[src/rc4_stream_cipher_unit_defines.svh]
// Assertion macros shared by the cipher unit.
`ifndef RC4_STREAM_CIPHER_UNIT_DEFINES_SVH
`define RC4_STREAM_CIPHER_UNIT_DEFINES_SVH

// Same-cycle implication, sampled on clk, off while rst_n is low.
`define RC4_ASSERT_IMPLY(label, ante, cons, msg) \
    label: assert property (@(posedge clk) disable iff (!rst_n) (ante) |-> (cons)) \
        else $error(msg);

// Next-cycle implication, sampled on clk, off while rst_n is low.
`define RC4_ASSERT_NEXT(label, ante, cons, msg) \
    label: assert property (@(posedge clk) disable iff (!rst_n) (ante) |=> (cons)) \
        else $error(msg);

`endif

[src/rc4_pkg.sv]
package rc4_pkg;

    localparam int BYTE_W          = 8;
    localparam int ACT_W           = 2;
    localparam int KEY_STORE_DEPTH = 256;
    localparam int KEY_AW          = $clog2(KEY_STORE_DEPTH);
    localparam int S_DEPTH         = 256;
    localparam logic [BYTE_W:0] KEY_LIMIT = (BYTE_W + 1)'(KEY_STORE_DEPTH);
    localparam logic [BYTE_W-1:0] LAST_ENTRY = BYTE_W'(S_DEPTH - 1);

    typedef logic [BYTE_W-1:0] byte_t;

    typedef enum logic [ACT_W-1:0] {
        ACT_KEY   = 2'd0,
        ACT_SCHED = 2'd1,
        ACT_CRYPT = 2'd2
    } act_t;

    typedef enum logic [3:0] {
        ST_IDLE,
        ST_FILL,
        ST_K_READ,
        ST_K_JUPD,
        ST_K_SWAP_N,
        ST_K_SWAP_J,
        ST_C_JUPD,
        ST_C_SWAP_I,
        ST_C_SWAP_J,
        ST_C_OUT
    } state_t;

    typedef enum logic [3:0] {
        DP_IDLE,
        DP_KEY_WR,
        DP_SCHED_START,
        DP_FILL,
        DP_K_READ,
        DP_K_JUPD,
        DP_K_SWAP_N,
        DP_K_SWAP_J,
        DP_C_START,
        DP_C_JUPD,
        DP_C_SWAP_I,
        DP_C_SWAP_J,
        DP_C_OUT
    } dp_op_t;

    typedef struct packed {
        logic last_n;
        logic out_free;
    } stat_t;

endpackage

[src/rc4_in_if.sv]
interface rc4_in_if;
    logic                           valid;
    logic                           ready;
    logic [rc4_pkg::ACT_W-1:0]      action;
    logic [rc4_pkg::BYTE_W-1:0]     key_index;
    logic [rc4_pkg::BYTE_W-1:0]     key_byte;
    logic [rc4_pkg::BYTE_W-1:0]     key_length;
    logic [rc4_pkg::BYTE_W-1:0]     data_in;

    modport source
    (
        output valid, action, key_index, key_byte, key_length, data_in,
        input  ready
    );

    modport sink
    (
        input  valid, action, key_index, key_byte, key_length, data_in,
        output ready
    );
endinterface

[src/rc4_out_if.sv]
interface rc4_out_if;
    logic                           valid;
    logic                           ready;
    logic [rc4_pkg::BYTE_W-1:0]     data_out;

    modport source
    (
        output valid, data_out,
        input  ready
    );

    modport sink
    (
        input  valid, data_out,
        output ready
    );
endinterface

[src/rc4_ctrl.sv]
module rc4_ctrl
(
    input  logic                        clk,
    input  logic                        rst_n,
    input  logic                        in_valid,
    input  logic [rc4_pkg::ACT_W-1:0]   in_action,
    output logic                        in_ready,
    input  rc4_pkg::stat_t              stat,
    output rc4_pkg::dp_op_t             op
);

    rc4_pkg::state_t state_reg;
    rc4_pkg::state_t state_next;

    always_ff @(posedge clk or negedge rst_n)
    begin
        if (!rst_n)
        begin
            state_reg <= rc4_pkg::ST_IDLE;
        end
        else
        begin
            state_reg <= state_next;
        end
    end

    always_comb
    begin
        state_next = state_reg;
        op         = rc4_pkg::DP_IDLE;
        in_ready   = 1'b0;
        case (state_reg)
            rc4_pkg::ST_IDLE:
            begin
                in_ready = 1'b1;
                if (in_valid)
                begin
                    case (rc4_pkg::act_t'(in_action))
                        rc4_pkg::ACT_KEY:
                        begin
                            op = rc4_pkg::DP_KEY_WR;
                        end
                        rc4_pkg::ACT_SCHED:
                        begin
                            op         = rc4_pkg::DP_SCHED_START;
                            state_next = rc4_pkg::ST_FILL;
                        end
                        rc4_pkg::ACT_CRYPT:
                        begin
                            op         = rc4_pkg::DP_C_START;
                            state_next = rc4_pkg::ST_C_JUPD;
                        end
                        default:
                        begin
                            // unused action: take the word, drop it
                            op = rc4_pkg::DP_IDLE;
                        end
                    endcase
                end
            end
            rc4_pkg::ST_FILL:
            begin
                op = rc4_pkg::DP_FILL;
                if (stat.last_n)
                begin
                    state_next = rc4_pkg::ST_K_READ;
                end
            end
            rc4_pkg::ST_K_READ:
            begin
                op         = rc4_pkg::DP_K_READ;
                state_next = rc4_pkg::ST_K_JUPD;
            end
            rc4_pkg::ST_K_JUPD:
            begin
                op         = rc4_pkg::DP_K_JUPD;
                state_next = rc4_pkg::ST_K_SWAP_N;
            end
            rc4_pkg::ST_K_SWAP_N:
            begin
                op         = rc4_pkg::DP_K_SWAP_N;
                state_next = rc4_pkg::ST_K_SWAP_J;
            end
            rc4_pkg::ST_K_SWAP_J:
            begin
                op         = rc4_pkg::DP_K_SWAP_J;
                state_next = stat.last_n ? rc4_pkg::ST_IDLE : rc4_pkg::ST_K_READ;
            end
            rc4_pkg::ST_C_JUPD:
            begin
                op         = rc4_pkg::DP_C_JUPD;
                state_next = rc4_pkg::ST_C_SWAP_I;
            end
            rc4_pkg::ST_C_SWAP_I:
            begin
                op         = rc4_pkg::DP_C_SWAP_I;
                state_next = rc4_pkg::ST_C_SWAP_J;
            end
            rc4_pkg::ST_C_SWAP_J:
            begin
                op         = rc4_pkg::DP_C_SWAP_J;
                state_next = rc4_pkg::ST_C_OUT;
            end
            rc4_pkg::ST_C_OUT:
            begin
                // hold until the output register can take the word
                if (stat.out_free)
                begin
                    op         = rc4_pkg::DP_C_OUT;
                    state_next = rc4_pkg::ST_IDLE;
                end
            end
            default:
            begin
                state_next = rc4_pkg::ST_IDLE;
            end
        endcase
    end

endmodule

[src/rc4_dp.sv]
module rc4_dp
(
    input  logic                        clk,
    input  logic                        rst_n,
    input  rc4_pkg::dp_op_t             op,
    output rc4_pkg::stat_t              stat,
    input  rc4_pkg::byte_t              key_index,
    input  rc4_pkg::byte_t              key_byte,
    input  rc4_pkg::byte_t              key_length,
    input  rc4_pkg::byte_t              data_in,
    output logic                        out_valid,
    input  logic                        out_ready,
    output rc4_pkg::byte_t              data_out
);

    rc4_pkg::byte_t s_mem [rc4_pkg::S_DEPTH];
    rc4_pkg::byte_t key_mem [rc4_pkg::KEY_STORE_DEPTH];

    rc4_pkg::byte_t i_reg;
    rc4_pkg::byte_t j_reg;
    rc4_pkg::byte_t n_reg;
    rc4_pkg::byte_t k_reg;
    logic           out_valid_reg;

    rc4_pkg::byte_t s_rd_reg;
    rc4_pkg::byte_t key_rd_reg;
    logic           key_ok_reg;
    rc4_pkg::byte_t a_reg;
    rc4_pkg::byte_t b_reg;
    rc4_pkg::byte_t t_reg;
    rc4_pkg::byte_t len_reg;
    rc4_pkg::byte_t din_reg;
    rc4_pkg::byte_t dout_reg;

    rc4_pkg::byte_t key_val;
    rc4_pkg::byte_t k_inc;
    rc4_pkg::byte_t s_rd_addr;
    logic           s_rd_en;
    rc4_pkg::byte_t s_wr_addr;
    rc4_pkg::byte_t s_wr_data;
    logic           s_wr_en;
    logic           key_wr_en;

    assign key_val = key_ok_reg ? key_rd_reg : '0;
    assign k_inc   = k_reg + 8'd1;

    assign stat.last_n   = (n_reg == rc4_pkg::LAST_ENTRY);
    assign stat.out_free = !out_valid_reg || out_ready;

    assign out_valid = out_valid_reg;
    assign data_out  = dout_reg;

    assign key_wr_en = (op == rc4_pkg::DP_KEY_WR)
                       && ({1'b0, key_index} < rc4_pkg::KEY_LIMIT);

    // one read and one write on the permutation per cycle
    always_comb
    begin
        s_rd_en   = 1'b0;
        s_rd_addr = n_reg;
        s_wr_en   = 1'b0;
        s_wr_addr = n_reg;
        s_wr_data = s_rd_reg;
        case (op)
            rc4_pkg::DP_FILL:
            begin
                s_wr_en   = 1'b1;
                s_wr_data = n_reg;
            end
            rc4_pkg::DP_K_READ:
            begin
                s_rd_en = 1'b1;
            end
            rc4_pkg::DP_K_JUPD:
            begin
                s_rd_en   = 1'b1;
                s_rd_addr = j_reg + s_rd_reg + key_val;
            end
            rc4_pkg::DP_K_SWAP_N:
            begin
                s_wr_en = 1'b1;
            end
            rc4_pkg::DP_K_SWAP_J:
            begin
                s_wr_en   = 1'b1;
                s_wr_addr = j_reg;
                s_wr_data = a_reg;
            end
            rc4_pkg::DP_C_START:
            begin
                s_rd_en   = 1'b1;
                s_rd_addr = i_reg + 8'd1;
            end
            rc4_pkg::DP_C_JUPD:
            begin
                s_rd_en   = 1'b1;
                s_rd_addr = j_reg + s_rd_reg;
            end
            rc4_pkg::DP_C_SWAP_I:
            begin
                s_wr_en   = 1'b1;
                s_wr_addr = i_reg;
            end
            rc4_pkg::DP_C_SWAP_J:
            begin
                s_rd_en   = 1'b1;
                s_rd_addr = a_reg + b_reg;
                s_wr_en   = 1'b1;
                s_wr_addr = j_reg;
                s_wr_data = a_reg;
            end
            default:
            begin
                s_rd_en = 1'b0;
            end
        endcase
    end

    always_ff @(posedge clk)
    begin
        if (s_wr_en)
        begin
            s_mem[s_wr_addr] <= s_wr_data;
        end
        if (s_rd_en)
        begin
            s_rd_reg <= s_mem[s_rd_addr];
        end
    end

    always_ff @(posedge clk)
    begin
        if (key_wr_en)
        begin
            key_mem[key_index[rc4_pkg::KEY_AW-1:0]] <= key_byte;
        end
        if (op == rc4_pkg::DP_K_READ)
        begin
            key_rd_reg <= key_mem[k_reg[rc4_pkg::KEY_AW-1:0]];
            key_ok_reg <= ({1'b0, k_reg} < rc4_pkg::KEY_LIMIT);
        end
    end

    always_ff @(posedge clk or negedge rst_n)
    begin
        if (!rst_n)
        begin
            i_reg         <= '0;
            j_reg         <= '0;
            n_reg         <= '0;
            k_reg         <= '0;
            out_valid_reg <= 1'b0;
        end
        else
        begin
            case (op)
                rc4_pkg::DP_SCHED_START:
                begin
                    n_reg <= '0;
                    k_reg <= '0;
                    j_reg <= '0;
                end
                rc4_pkg::DP_FILL:
                begin
                    n_reg <= n_reg + 8'd1;
                end
                rc4_pkg::DP_K_JUPD:
                begin
                    j_reg <= s_rd_addr;
                end
                rc4_pkg::DP_K_SWAP_J:
                begin
                    n_reg <= n_reg + 8'd1;
                    k_reg <= (k_inc == len_reg) ? '0 : k_inc;
                    if (stat.last_n)
                    begin
                        i_reg <= '0;
                        j_reg <= '0;
                    end
                end
                rc4_pkg::DP_C_START:
                begin
                    i_reg <= s_rd_addr;
                end
                rc4_pkg::DP_C_JUPD:
                begin
                    j_reg <= s_rd_addr;
                end
                default:
                begin
                    i_reg <= i_reg;
                end
            endcase

            if (op == rc4_pkg::DP_C_OUT)
            begin
                out_valid_reg <= 1'b1;
            end
            else if (out_ready)
            begin
                out_valid_reg <= 1'b0;
            end
        end
    end

    always_ff @(posedge clk)
    begin
        case (op)
            rc4_pkg::DP_SCHED_START:
            begin
                len_reg <= key_length;
            end
            rc4_pkg::DP_K_JUPD:
            begin
                a_reg <= s_rd_reg;
            end
            rc4_pkg::DP_C_START:
            begin
                din_reg <= data_in;
            end
            rc4_pkg::DP_C_JUPD:
            begin
                a_reg <= s_rd_reg;
            end
            rc4_pkg::DP_C_SWAP_I:
            begin
                b_reg <= s_rd_reg;
            end
            rc4_pkg::DP_C_SWAP_J:
            begin
                t_reg <= s_rd_addr;
            end
            rc4_pkg::DP_C_OUT:
            begin
                // the read of S[t] raced the write of S[j]: forward it
                dout_reg <= din_reg ^ ((t_reg == j_reg) ? a_reg : s_rd_reg);
            end
            default:
            begin
                t_reg <= t_reg;
            end
        endcase
    end

endmodule

[src/rc4_stream_cipher_unit.sv]
// Channel   Dir  Payload                                             Handshake
// in_ch     in   action, key_index, key_byte, key_length, data_in    valid/ready
// out_ch    out  data_out (one word per crypt word only)             valid/ready
//
// Key byte write: on accept. Crypt word: j update, swap S[i], swap S[j], output load;
// the steps are set by the single read port of the permutation memory.
// Key schedule: 256 identity writes; per entry: read, j update, swap S[n], swap S[j].
// rst_n clears controller, indices and output valid; the memories are not cleared.
// A finished word waits in the output register while the next word is taken;
// a crypt word holds in its last step while that register is still full.
module rc4_stream_cipher_unit
(
    input  logic        clk,
    input  logic        rst_n,
    rc4_in_if.sink      in_ch,
    rc4_out_if.source   out_ch
);

`include "rc4_stream_cipher_unit_defines.svh"

    rc4_pkg::dp_op_t op;
    rc4_pkg::stat_t  stat;

    // Controller: sequences key writes, the schedule and each crypt word.
    rc4_ctrl u_ctrl
    (
        .clk       (clk),
        .rst_n     (rst_n),
        .in_valid  (in_ch.valid),
        .in_action (in_ch.action),
        .in_ready  (in_ch.ready),
        .stat      (stat),
        .op        (op)
    );

    // Datapath: permutation, key store, indices and the output register.
    rc4_dp u_dp
    (
        .clk        (clk),
        .rst_n      (rst_n),
        .op         (op),
        .stat       (stat),
        .key_index  (in_ch.key_index),
        .key_byte   (in_ch.key_byte),
        .key_length (in_ch.key_length),
        .data_in    (in_ch.data_in),
        .out_valid  (out_ch.valid),
        .out_ready  (out_ch.ready),
        .data_out   (out_ch.data_out)
    );

    // An accepted crypt word must go straight on to the j update.
    `RC4_ASSERT_NEXT(a_crypt_start,
        in_ch.valid && in_ch.ready && in_ch.action == rc4_pkg::ACT_CRYPT,
        op == rc4_pkg::DP_C_JUPD, "crypt word did not advance to j update")

    // Never load the output register over an untaken word.
    `RC4_ASSERT_IMPLY(a_out_no_overwrite,
        op == rc4_pkg::DP_C_OUT, stat.out_free, "output word overwritten")

    // The identity fill ends on the last entry and hands over to the swaps.
    `RC4_ASSERT_NEXT(a_fill_to_swap,
        op == rc4_pkg::DP_FILL && stat.last_n,
        op == rc4_pkg::DP_K_READ, "fill did not hand over to key schedule")

endmodule
[src/flat_wrapper.sv]
// flat-port wrapper written by rule: the top's interface ports become plain ports
module rc4_stream_cipher_unit_flat 
  (clk, rst_n, in_ch_valid, in_ch_action, in_ch_key_index, in_ch_key_byte, in_ch_key_length, in_ch_data_in, in_ch_ready, out_ch_valid, out_ch_data_out, out_ch_ready);
  rc4_in_if in_ch_i ();
  rc4_out_if out_ch_i ();
  input  logic clk;
  input  logic rst_n;
  input wire logic [$bits(in_ch_i.valid)-1:0] in_ch_valid;
  input wire logic [$bits(in_ch_i.action)-1:0] in_ch_action;
  input wire logic [$bits(in_ch_i.key_index)-1:0] in_ch_key_index;
  input wire logic [$bits(in_ch_i.key_byte)-1:0] in_ch_key_byte;
  input wire logic [$bits(in_ch_i.key_length)-1:0] in_ch_key_length;
  input wire logic [$bits(in_ch_i.data_in)-1:0] in_ch_data_in;
  output wire logic [$bits(in_ch_i.ready)-1:0] in_ch_ready;
  output wire logic [$bits(out_ch_i.valid)-1:0] out_ch_valid;
  output wire logic [$bits(out_ch_i.data_out)-1:0] out_ch_data_out;
  input wire logic [$bits(out_ch_i.ready)-1:0] out_ch_ready;
  assign in_ch_i.valid = in_ch_valid;
  assign in_ch_i.action = in_ch_action;
  assign in_ch_i.key_index = in_ch_key_index;
  assign in_ch_i.key_byte = in_ch_key_byte;
  assign in_ch_i.key_length = in_ch_key_length;
  assign in_ch_i.data_in = in_ch_data_in;
  assign in_ch_ready = in_ch_i.ready;
  assign out_ch_valid = out_ch_i.valid;
  assign out_ch_data_out = out_ch_i.data_out;
  assign out_ch_i.ready = out_ch_ready;
  rc4_stream_cipher_unit u_core (.clk(clk), .rst_n(rst_n), .in_ch(in_ch_i), .out_ch(out_ch_i));
endmodule
[config.mk]
export PLATFORM = sky130hd
export DESIGN_NAME = rc4_stream_cipher_unit_flat
export DESIGN_NICKNAME = d
export VERILOG_FILES = /design/src/rc4_pkg.sv /design/src/rc4_in_if.sv /design/src/rc4_out_if.sv /design/src/rc4_ctrl.sv /design/src/rc4_dp.sv /design/src/rc4_stream_cipher_unit.sv /design/src/flat_wrapper.sv
export VERILOG_INCLUDE_DIRS = /design/src /design/src/src
export SDC_FILE = /design/constraint.sdc
export NUM_CORES = 2
export LEC_CHECK = 0
export BUFFER_PORTS_ARGS = -buffer_cell sky130_fd_sc_hd__buf_4
export CAP_MARGIN = 10
export CORE_MARGIN = 10
export CORE_UTILIZATION = 40
export DETAILED_ROUTE_END_ITERATION = 6
export PLACE_DENSITY = 0.54
export SETUP_SLACK_MARGIN = 0.05
export SYNTH_ARGS = -nofsm -noshare
export SYNTH_HDL_FRONTEND = slang
export SYNTH_SLANG_ARGS = --single-unit
[constraint.sdc]
create_clock -name clk -period 12.1 [get_ports clk]
set_clock_uncertainty 0.05 [all_clocks]
set_input_delay 2.42 -clock clk [delete_from_list [all_inputs] [get_ports clk]]
set_output_delay 2.42 -clock clk [all_outputs]
set_load 0.005 [all_outputs]
# Yosys cells after proc, flatten, opt, wreduce, memory -nomap -nowiden
# Memories as Yosys holds them, arrays and structs flattened. A register that Yosys moved wholly into a read port is not among the register bits.
# Cells that the tools add are included.
[word_totals] mem_count=2 elab_cells=98 ramBits=4096 register_bits=85 in_bits=38
[mem_list] name="u_core.u_dp.key_mem" depth=256 width=8 read_ports=1 rd_clocked_by_memory_dff=1 wr=1 line="rc4_dp.sv:17" source="rc4_pkg::byte_t key_mem [rc4_pkg::KEY_STORE_DEPTH];"
[mem_list] name="u_core.u_dp.s_mem" depth=256 width=8 read_ports=1 rd_clocked_by_memory_dff=1 wr=1 line="rc4_dp.sv:16" source="rc4_pkg::byte_t s_mem [rc4_pkg::S_DEPTH];"
[classes] n_eq_ne=31 muxes=29 n_reduce_logical=17 n_addsub=6 bitwise=1
[op_table] operator="$pmux 4 s10" count=2
[op_table] operator="$pmux 8 s2" count=5
[op_table] operator="$eq 4x3->1 const B" count=8
[op_table] operator="$pmux 8 s4" count=1
[op_table] operator="$eq 4x4->1 const B" count=7
[op_table] operator="$add 8x1->8 const B" count=3
[op_table] operator="$add 8x8->8" count=3
[op_table] operator="$mux 8" count=3
[op_table] operator="$pmux 8 s3" count=1
[op_table] operator="$mux 4" count=5
[op_table] operator="$eq 4x2->1 const B" count=4
[op_table] operator="$eq 8x8->1" count=2
[op_table] operator="$pmux 4 s3" count=1
[op_table] operator="$reduce_or 5->1" count=2
[op_table] operator="$mux 1" count=9
[op_table] operator="$eq 4x1->1 const B" count=2
[op_table] operator="$eq 8x8->1 const B" count=1
[op_table] operator="$pmux 4 s2" count=1
[op_table] operator="$reduce_bool 2->1" count=4
[op_table] operator="$xor 8x8->8" count=1
[op_table] operator="$reduce_or 2->1" count=3
[op_table] operator="$logic_not 4->1" count=1
[op_table] operator="$ne 2x1->1 const B" count=2
[op_table] operator="$ne 2x2->1 const B" count=2
[op_table] operator="other kinds (10)" count=11

# Longest topological paths before layout
[depth] depth_word=9 ltp_mapped=20 mapped_depth_nobuf=19

# Hierarchy
# From an unflattened synthesis, not the netlist that was laid out.
[unflattened] cells_unflattened=10090 hier_area_um2=166636.1
[by_module_without_submodules] mod="rc4_dp" instances=1 cells_each=10043 area_each_um2=166234.4
[by_module_without_submodules] mod="rc4_ctrl" instances=1 cells_each=47 area_each_um2=401.6

# Worst setup path before layout
# OpenSTA, ideal clock, no wires.
[synth_path] path_type="register to register" startpoint="reg u_core.u_ctrl.state_reg[2]" endpoint="mem u_core.u_dp.s_mem[0][0] (netlist name) (data pin)" arrival_ns=11.169 required_time_ns=9.862 stages_incl_launch_ff=7 path_slack_ns=-1.307 path_cell_list="dfrtp_1 > buf_2 > buf_1 > nand2b_1 > mux2_2 > nor2_1 > o21ai_0"
[synth_via] elab_chain_cells=5
[synth_lines] item="start: declaration" line="rc4_ctrl.sv:12" source="rc4_pkg::state_t state_reg;"
[synth_lines] item="start signal: assignment" line="rc4_ctrl.sv:19" source="state_reg <= rc4_pkg::ST_IDLE;"
[synth_lines] item="start signal: assignment" line="rc4_ctrl.sv:23" source="state_reg <= state_next;"
[synth_lines] item="$eq 4x4->1 (tied with other cells)" line="rc4_ctrl.sv:32" source="case (state_reg)"
[synth_lines] item="$pmux 4 s10 *" line="rc4_ctrl.sv:32"
[synth_lines] item="$eq 4x4->1 / $eq 4x3->1 (equally long branches)" line="rc4_dp.sv:64" source="case (op)"
[synth_lines] item="$reduce_or 2->1 (no line)"
[synth_lines] item="$pmux 8 s2 *" line="rc4_dp.sv:64"
[synth_lines] item="named net u_core.u_dp.s_wr_data[0]" line="rc4_dp.sv:40" source="rc4_pkg::byte_t s_wr_data;"
[synth_lines] item="end: declaration" line="rc4_dp.sv:16"
# Mark *: on every way through the listed nets, which the timed path passes. The rest lies on a longest branch.

# Worst setup path in the final report
[layout_path] startpoint="reg u_core.u_dp.s_rd_reg[3], read port of u_core.u_dp.s_mem" endpoint="reg u_core.u_dp.s_rd_reg[1], read port of u_core.u_dp.s_mem (data pin)"
[layout_via] elab_chain_cells=3
[layout_lines] item="start: declaration" line="rc4_dp.sv:25" source="rc4_pkg::byte_t s_rd_reg;"
[layout_lines] item="$add 8x8->8 *" line="rc4_dp.sv:77, rc4_dp.sv:97"
[layout_lines] item="$add 8x8->8" line="rc4_dp.sv:77" source="s_rd_addr = j_reg + s_rd_reg + key_val;"
[layout_lines] item="$pmux 8 s4 *" line="rc4_dp.sv:64"
# Every way passes the cells marked *; elsewhere a longest branch is shown, timed or not.
# A chain may end at the register's enable or synchronous reset.

==> metrics.csv <==
metric,value,unit
class of the tightest hold or removal check,reg2reg,
die height,667,um
gpl congestion,0.862,
number of synthesized flops with an enable pin,4160,
CP arrival,8.18,ns
Synthesis Warnings,0,
Site Rows,237,
IO Count,48,
CP peak stage delay,1.20,ns
area growth from synthesis to final layout,11.8,%
Final Cell Area,0.187,sq mm
worst slew slack as a fraction of its limit,8.38,%
Worst EP required,12.70,ns
prevailing post-synth register cell,sky130_fd_sc_hd__edfxtp_1,
die footprint,0.445,sq mm
CTS buffer count,424,
sequential cell area fraction in the yosys report,75.2,%
Remaining DRCs,0,
Die Span X,667,um
kind of start point of the critical path,register,
cell-internal power,30.6,mW
part of the power in combinational logic,37.6,%
post-synthesis net count,11000,
path length in cells of the critical path,19,
antenna violation net count after detailed routing,0,
Vias,97400,
worst slack at placement,3.95,ns
count of H-tree levels built during CTS,5,
count of TritonRoute iterations in the first routing pass,6,
total power density per cell area,267,mW/mm^2
Core Region,0.417,sq mm
"Clk Latency, worst-skew pair",0.98,ns
pin slew with the least headroom to its limit,1.37,ns
cell chosen for the clock root,sky130_fd_sc_hd__clkbuf_16,
fraction of power spent switching nets,39.0,%
"commonest cells after routing, fill and taps aside","4160 x sky130_fd_sc_hd__edfxtp_1, 2050 x sky130_fd_sc_hd__nand2_1, 717 x sky130_fd_sc_hd__nand3_1",
Post-Route WL,475,mm
starting utilization of the core area,40.2,%
RSZ-0062 raised after global routing,no,
family with the most delay on the worst path,compound AO/OA/AOI/OAI gates,
"Core Util, Final",44.9,%
fill count,36500,
maximum number of pins on one net before global-route repair,249,
crit path max-delay cell type,sky130_fd_sc_hd__a221oi_1,
number of buffer and inverter stages on the critical path,4,
NumNets Final,11000,
worst-case hold slack,0.493,ns
total power,50.1,mW
Final Max Tran Viols,0,
TritonCTS Sinks,4197,
dpl cell area,0.173,sq mm
global-route wire length before repair,683,mm
worst path cell trace,ha_1 -> inv_1 -> nor3_1 -> o21a_1 -> nor2_1 -> xnor2_1 -> ha_1 -> or4b_2 -> a21oi_1 -> nor4_1 -> a21o_1 -> buf_4 -> inv_2 -> buf_4 -> nand2_1 -> o311ai_0 -> a2111oi_0 -> a221oi_1 -> a221oi_1,
buffer levels on the longest clock path,4,
Detail Placement HPWL,276,mm
Max Clock Freq,132,MHz
Post-Synthesis Cells,11000,
Critical Path Fanout Max,26,
proportion of power drawn by the clock network,26.0,%
starting DRC count in detailed routing,11400,
Overall Global Routing Usage,20.6,%
final setup TNS,0,ns
r2r worst-path depth,19,
most common library cell in the layout ignoring fill and taps,sky130_fd_sc_hd__edfxtp_1,
Mean Syn Cell Area,15.3,sq um
sequential share of power,36.4,%
Setup Viol. Count Final,0,
final hold violation count,0,
VDD IR-drop max,0.467,mV
global route total overflow,0,
Post-Synthesis Cell Area,0.167,sq mm
post-synth cell types,86,
critical path start-end classification,reg2reg,
detail-routed net length per standard cell,28.3,um
min Tclk post-route,7.58,ns
number of global-route vias before repair,94400,
static leakage,60.0,nW
hold path depth,1,
Synth Register Bits,4197,
count of input and output buffers,47,
switching power,19.5,mW
endpoint kind of the worst setup timing path,register,
min setup slack post-route,4.52,ns
ratio of cells with drive above 1 in the final layout,10.7,%
placed instance count,16000,
initial antenna violation count,23,
non-filler cells in the finished layout,16800,
Max-Cap Viols,0,
number of gates resized after CTS,0,
fraction of registers with async set/reset,0.882,%
hold-fix buffer count after cts,0,
via count normalized by instance count,5.81,
clock tree from TritonCTS,yes,
total setup buffers inserted after CTS,0,
clock slew at the register clock pins of the worst setup and hold paths,0.06,ns
run status,"complete, no violations",
post-route clock period utilization,62.6,%
## routing by layer
layer  vias up  track usage, %  wire length [um]
li1      42300               -                 -
met3       654            3.60             39100
met2      4096            32.3            219000
met1     50400            29.8            203000
met5         -               0                27
met4         4            5.23             12800
## area by class of cell
type	count	area, sq um	share of cell area [%]
sequential	4197	126000	67.2
multi-input combinational	6033	38500	20.6
clock buffer	511	11200	5.97
tap	5497	6880	3.67
clock inverter	271	2480	1.33
timing repair buffer	237	2060	1.10
inverter	29	158	0.0842
antenna	8	20.0	0.0107
## synthesized netlist by cell type, types with 5 or more instances
| library cell | instances | area share, % |
|---|---|---|
| sky130_fd_sc_hd__clkbuf_1 | 314 | 0.70 |
| sky130_fd_sc_hd__o21ai_0 | 62 | 0.19 |
| sky130_fd_sc_hd__and3_1 | 197 | 0.74 |
| sky130_fd_sc_hd__a32oi_1 | 13 | 0.068 |
| sky130_fd_sc_hd__a2111oi_0 | 13 | 0.068 |
| sky130_fd_sc_hd__o311ai_0 | 5 | 0.026 |
| sky130_fd_sc_hd__nor3_1 | 100 | 0.30 |
| sky130_fd_sc_hd__a211o_1 | 7 | 0.037 |
| sky130_fd_sc_hd__a21oi_1 | 259 | 0.77 |
| sky130_fd_sc_hd__nor2b_1 | 9 | 0.034 |
| sky130_fd_sc_hd__buf_4 | 47 | 0.21 |
| sky130_fd_sc_hd__dfrtp_1 | 37 | 0.55 |
| sky130_fd_sc_hd__nand2b_1 | 13 | 0.049 |
| sky130_fd_sc_hd__xor2_1 | 14 | 0.073 |
| sky130_fd_sc_hd__or4_1 | 8 | 0.036 |
| sky130_fd_sc_hd__xnor2_1 | 34 | 0.18 |
| sky130_fd_sc_hd__o22ai_1 | 165 | 0.62 |
| sky130_fd_sc_hd__inv_1 | 18 | 0.040 |
| sky130_fd_sc_hd__buf_1 | 103 | 0.23 |
| sky130_fd_sc_hd__inv_2 | 9 | 0.020 |
| sky130_fd_sc_hd__nand4_1 | 27 | 0.10 |
| sky130_fd_sc_hd__and2_1 | 7 | 0.026 |
| sky130_fd_sc_hd__mux2i_1 | 538 | 3.2 |
| sky130_fd_sc_hd__ha_1 | 24 | 0.18 |
| sky130_fd_sc_hd__or3_1 | 14 | 0.052 |
| sky130_fd_sc_hd__a221oi_1 | 14 | 0.073 |
| sky130_fd_sc_hd__a21o_1 | 10 | 0.045 |
| sky130_fd_sc_hd__a32o_1 | 18 | 0.11 |
| sky130_fd_sc_hd__a221o_1 | 15 | 0.090 |
| sky130_fd_sc_hd__buf_2 | 250 | 0.75 |
| sky130_fd_sc_hd__a22o_1 | 6 | 0.031 |
| sky130_fd_sc_hd__a31oi_1 | 142 | 0.53 |
| sky130_fd_sc_hd__mux4_2 | 294 | 4.0 |
| sky130_fd_sc_hd__nor4_1 | 14 | 0.052 |
| sky130_fd_sc_hd__nand3_1 | 727 | 2.2 |
| sky130_fd_sc_hd__o31ai_1 | 10 | 0.045 |
| sky130_fd_sc_hd__o221ai_1 | 246 | 1.3 |
| sky130_fd_sc_hd__edfxtp_1 | 4160 | 75 |
| sky130_fd_sc_hd__a211oi_1 | 53 | 0.24 |
| sky130_fd_sc_hd__a22oi_1 | 19 | 0.085 |
| sky130_fd_sc_hd__nand2_1 | 2061 | 4.6 |
| sky130_fd_sc_hd__o21a_1 | 9 | 0.040 |
| sky130_fd_sc_hd__nor2_1 | 647 | 1.5 |
| sky130_fd_sc_hd__a311oi_1 | 169 | 0.88 |
## worst register-to-register path, delay by kind of cell (launching register included)
kind | cells | cell delay [ns]
compound gates | 7 | 2.86
simple gates | 5 | 1.67
buf+inv | 4 | 1.07
fa+ha+maj | 2 | 0.74
flops | 1 | 0.56
xor+xnor | 1 | 0.28
## cell families after synthesis
kind of cell / Yosys count / share of synthesized area, %
DFF: 4197 / 75.2
and+or+nand+nor: 3856 / 9.79
AOI/OAI and AO/OA: 1269 / 5.42
muxes: 833 / 7.18
buffers and inverters: 747 / 1.99
xor gates and xnor gates: 48 / 0.251
adders and majority gates: 27 / 0.215
## power by group through the flow
| stage | clock network, mW | logic (mW) | registers (mW) |
|---|---|---|---|
| floorplan | 0 | 11.4 | 19.6 |
| global placement | 0 | 18.6 | 18.5 |
| detailed placement | 0 | 18.7 | 18.5 |
| CTS | 13.2 | 18.8 | 18.2 |
| global route | 13.8 | 20.0 | 18.2 |
| finish | 13.0 | 18.8 | 18.2 |
## path summary, 6_finish.rpt
| check | start | end | slack (ns) |
|---|---|---|---|
| worst max-delay path | u_core.u_dp.s_rd_reg[3] | u_core.u_dp.s_rd_reg[1] | 4.52 |
| worst min-delay path | u_core.u_dp.i_reg[7] | u_core.u_dp.i_reg[7] | 0.49 |
| worst max register to register | u_core.u_dp.s_rd_reg[3] | u_core.u_dp.s_rd_reg[1] | 4.52 |
| worst min register to register | u_core.u_dp.i_reg[7] | u_core.u_dp.i_reg[7] | 0.49 |
| max in group asynchronous | rst_n | u_core.u_dp.k_reg[1] | 10.10 |
| min in group asynchronous | rst_n | u_core.u_dp.k_reg[2] | 1.42 |
Note: power is estimated with default switching activity, not from simulation.
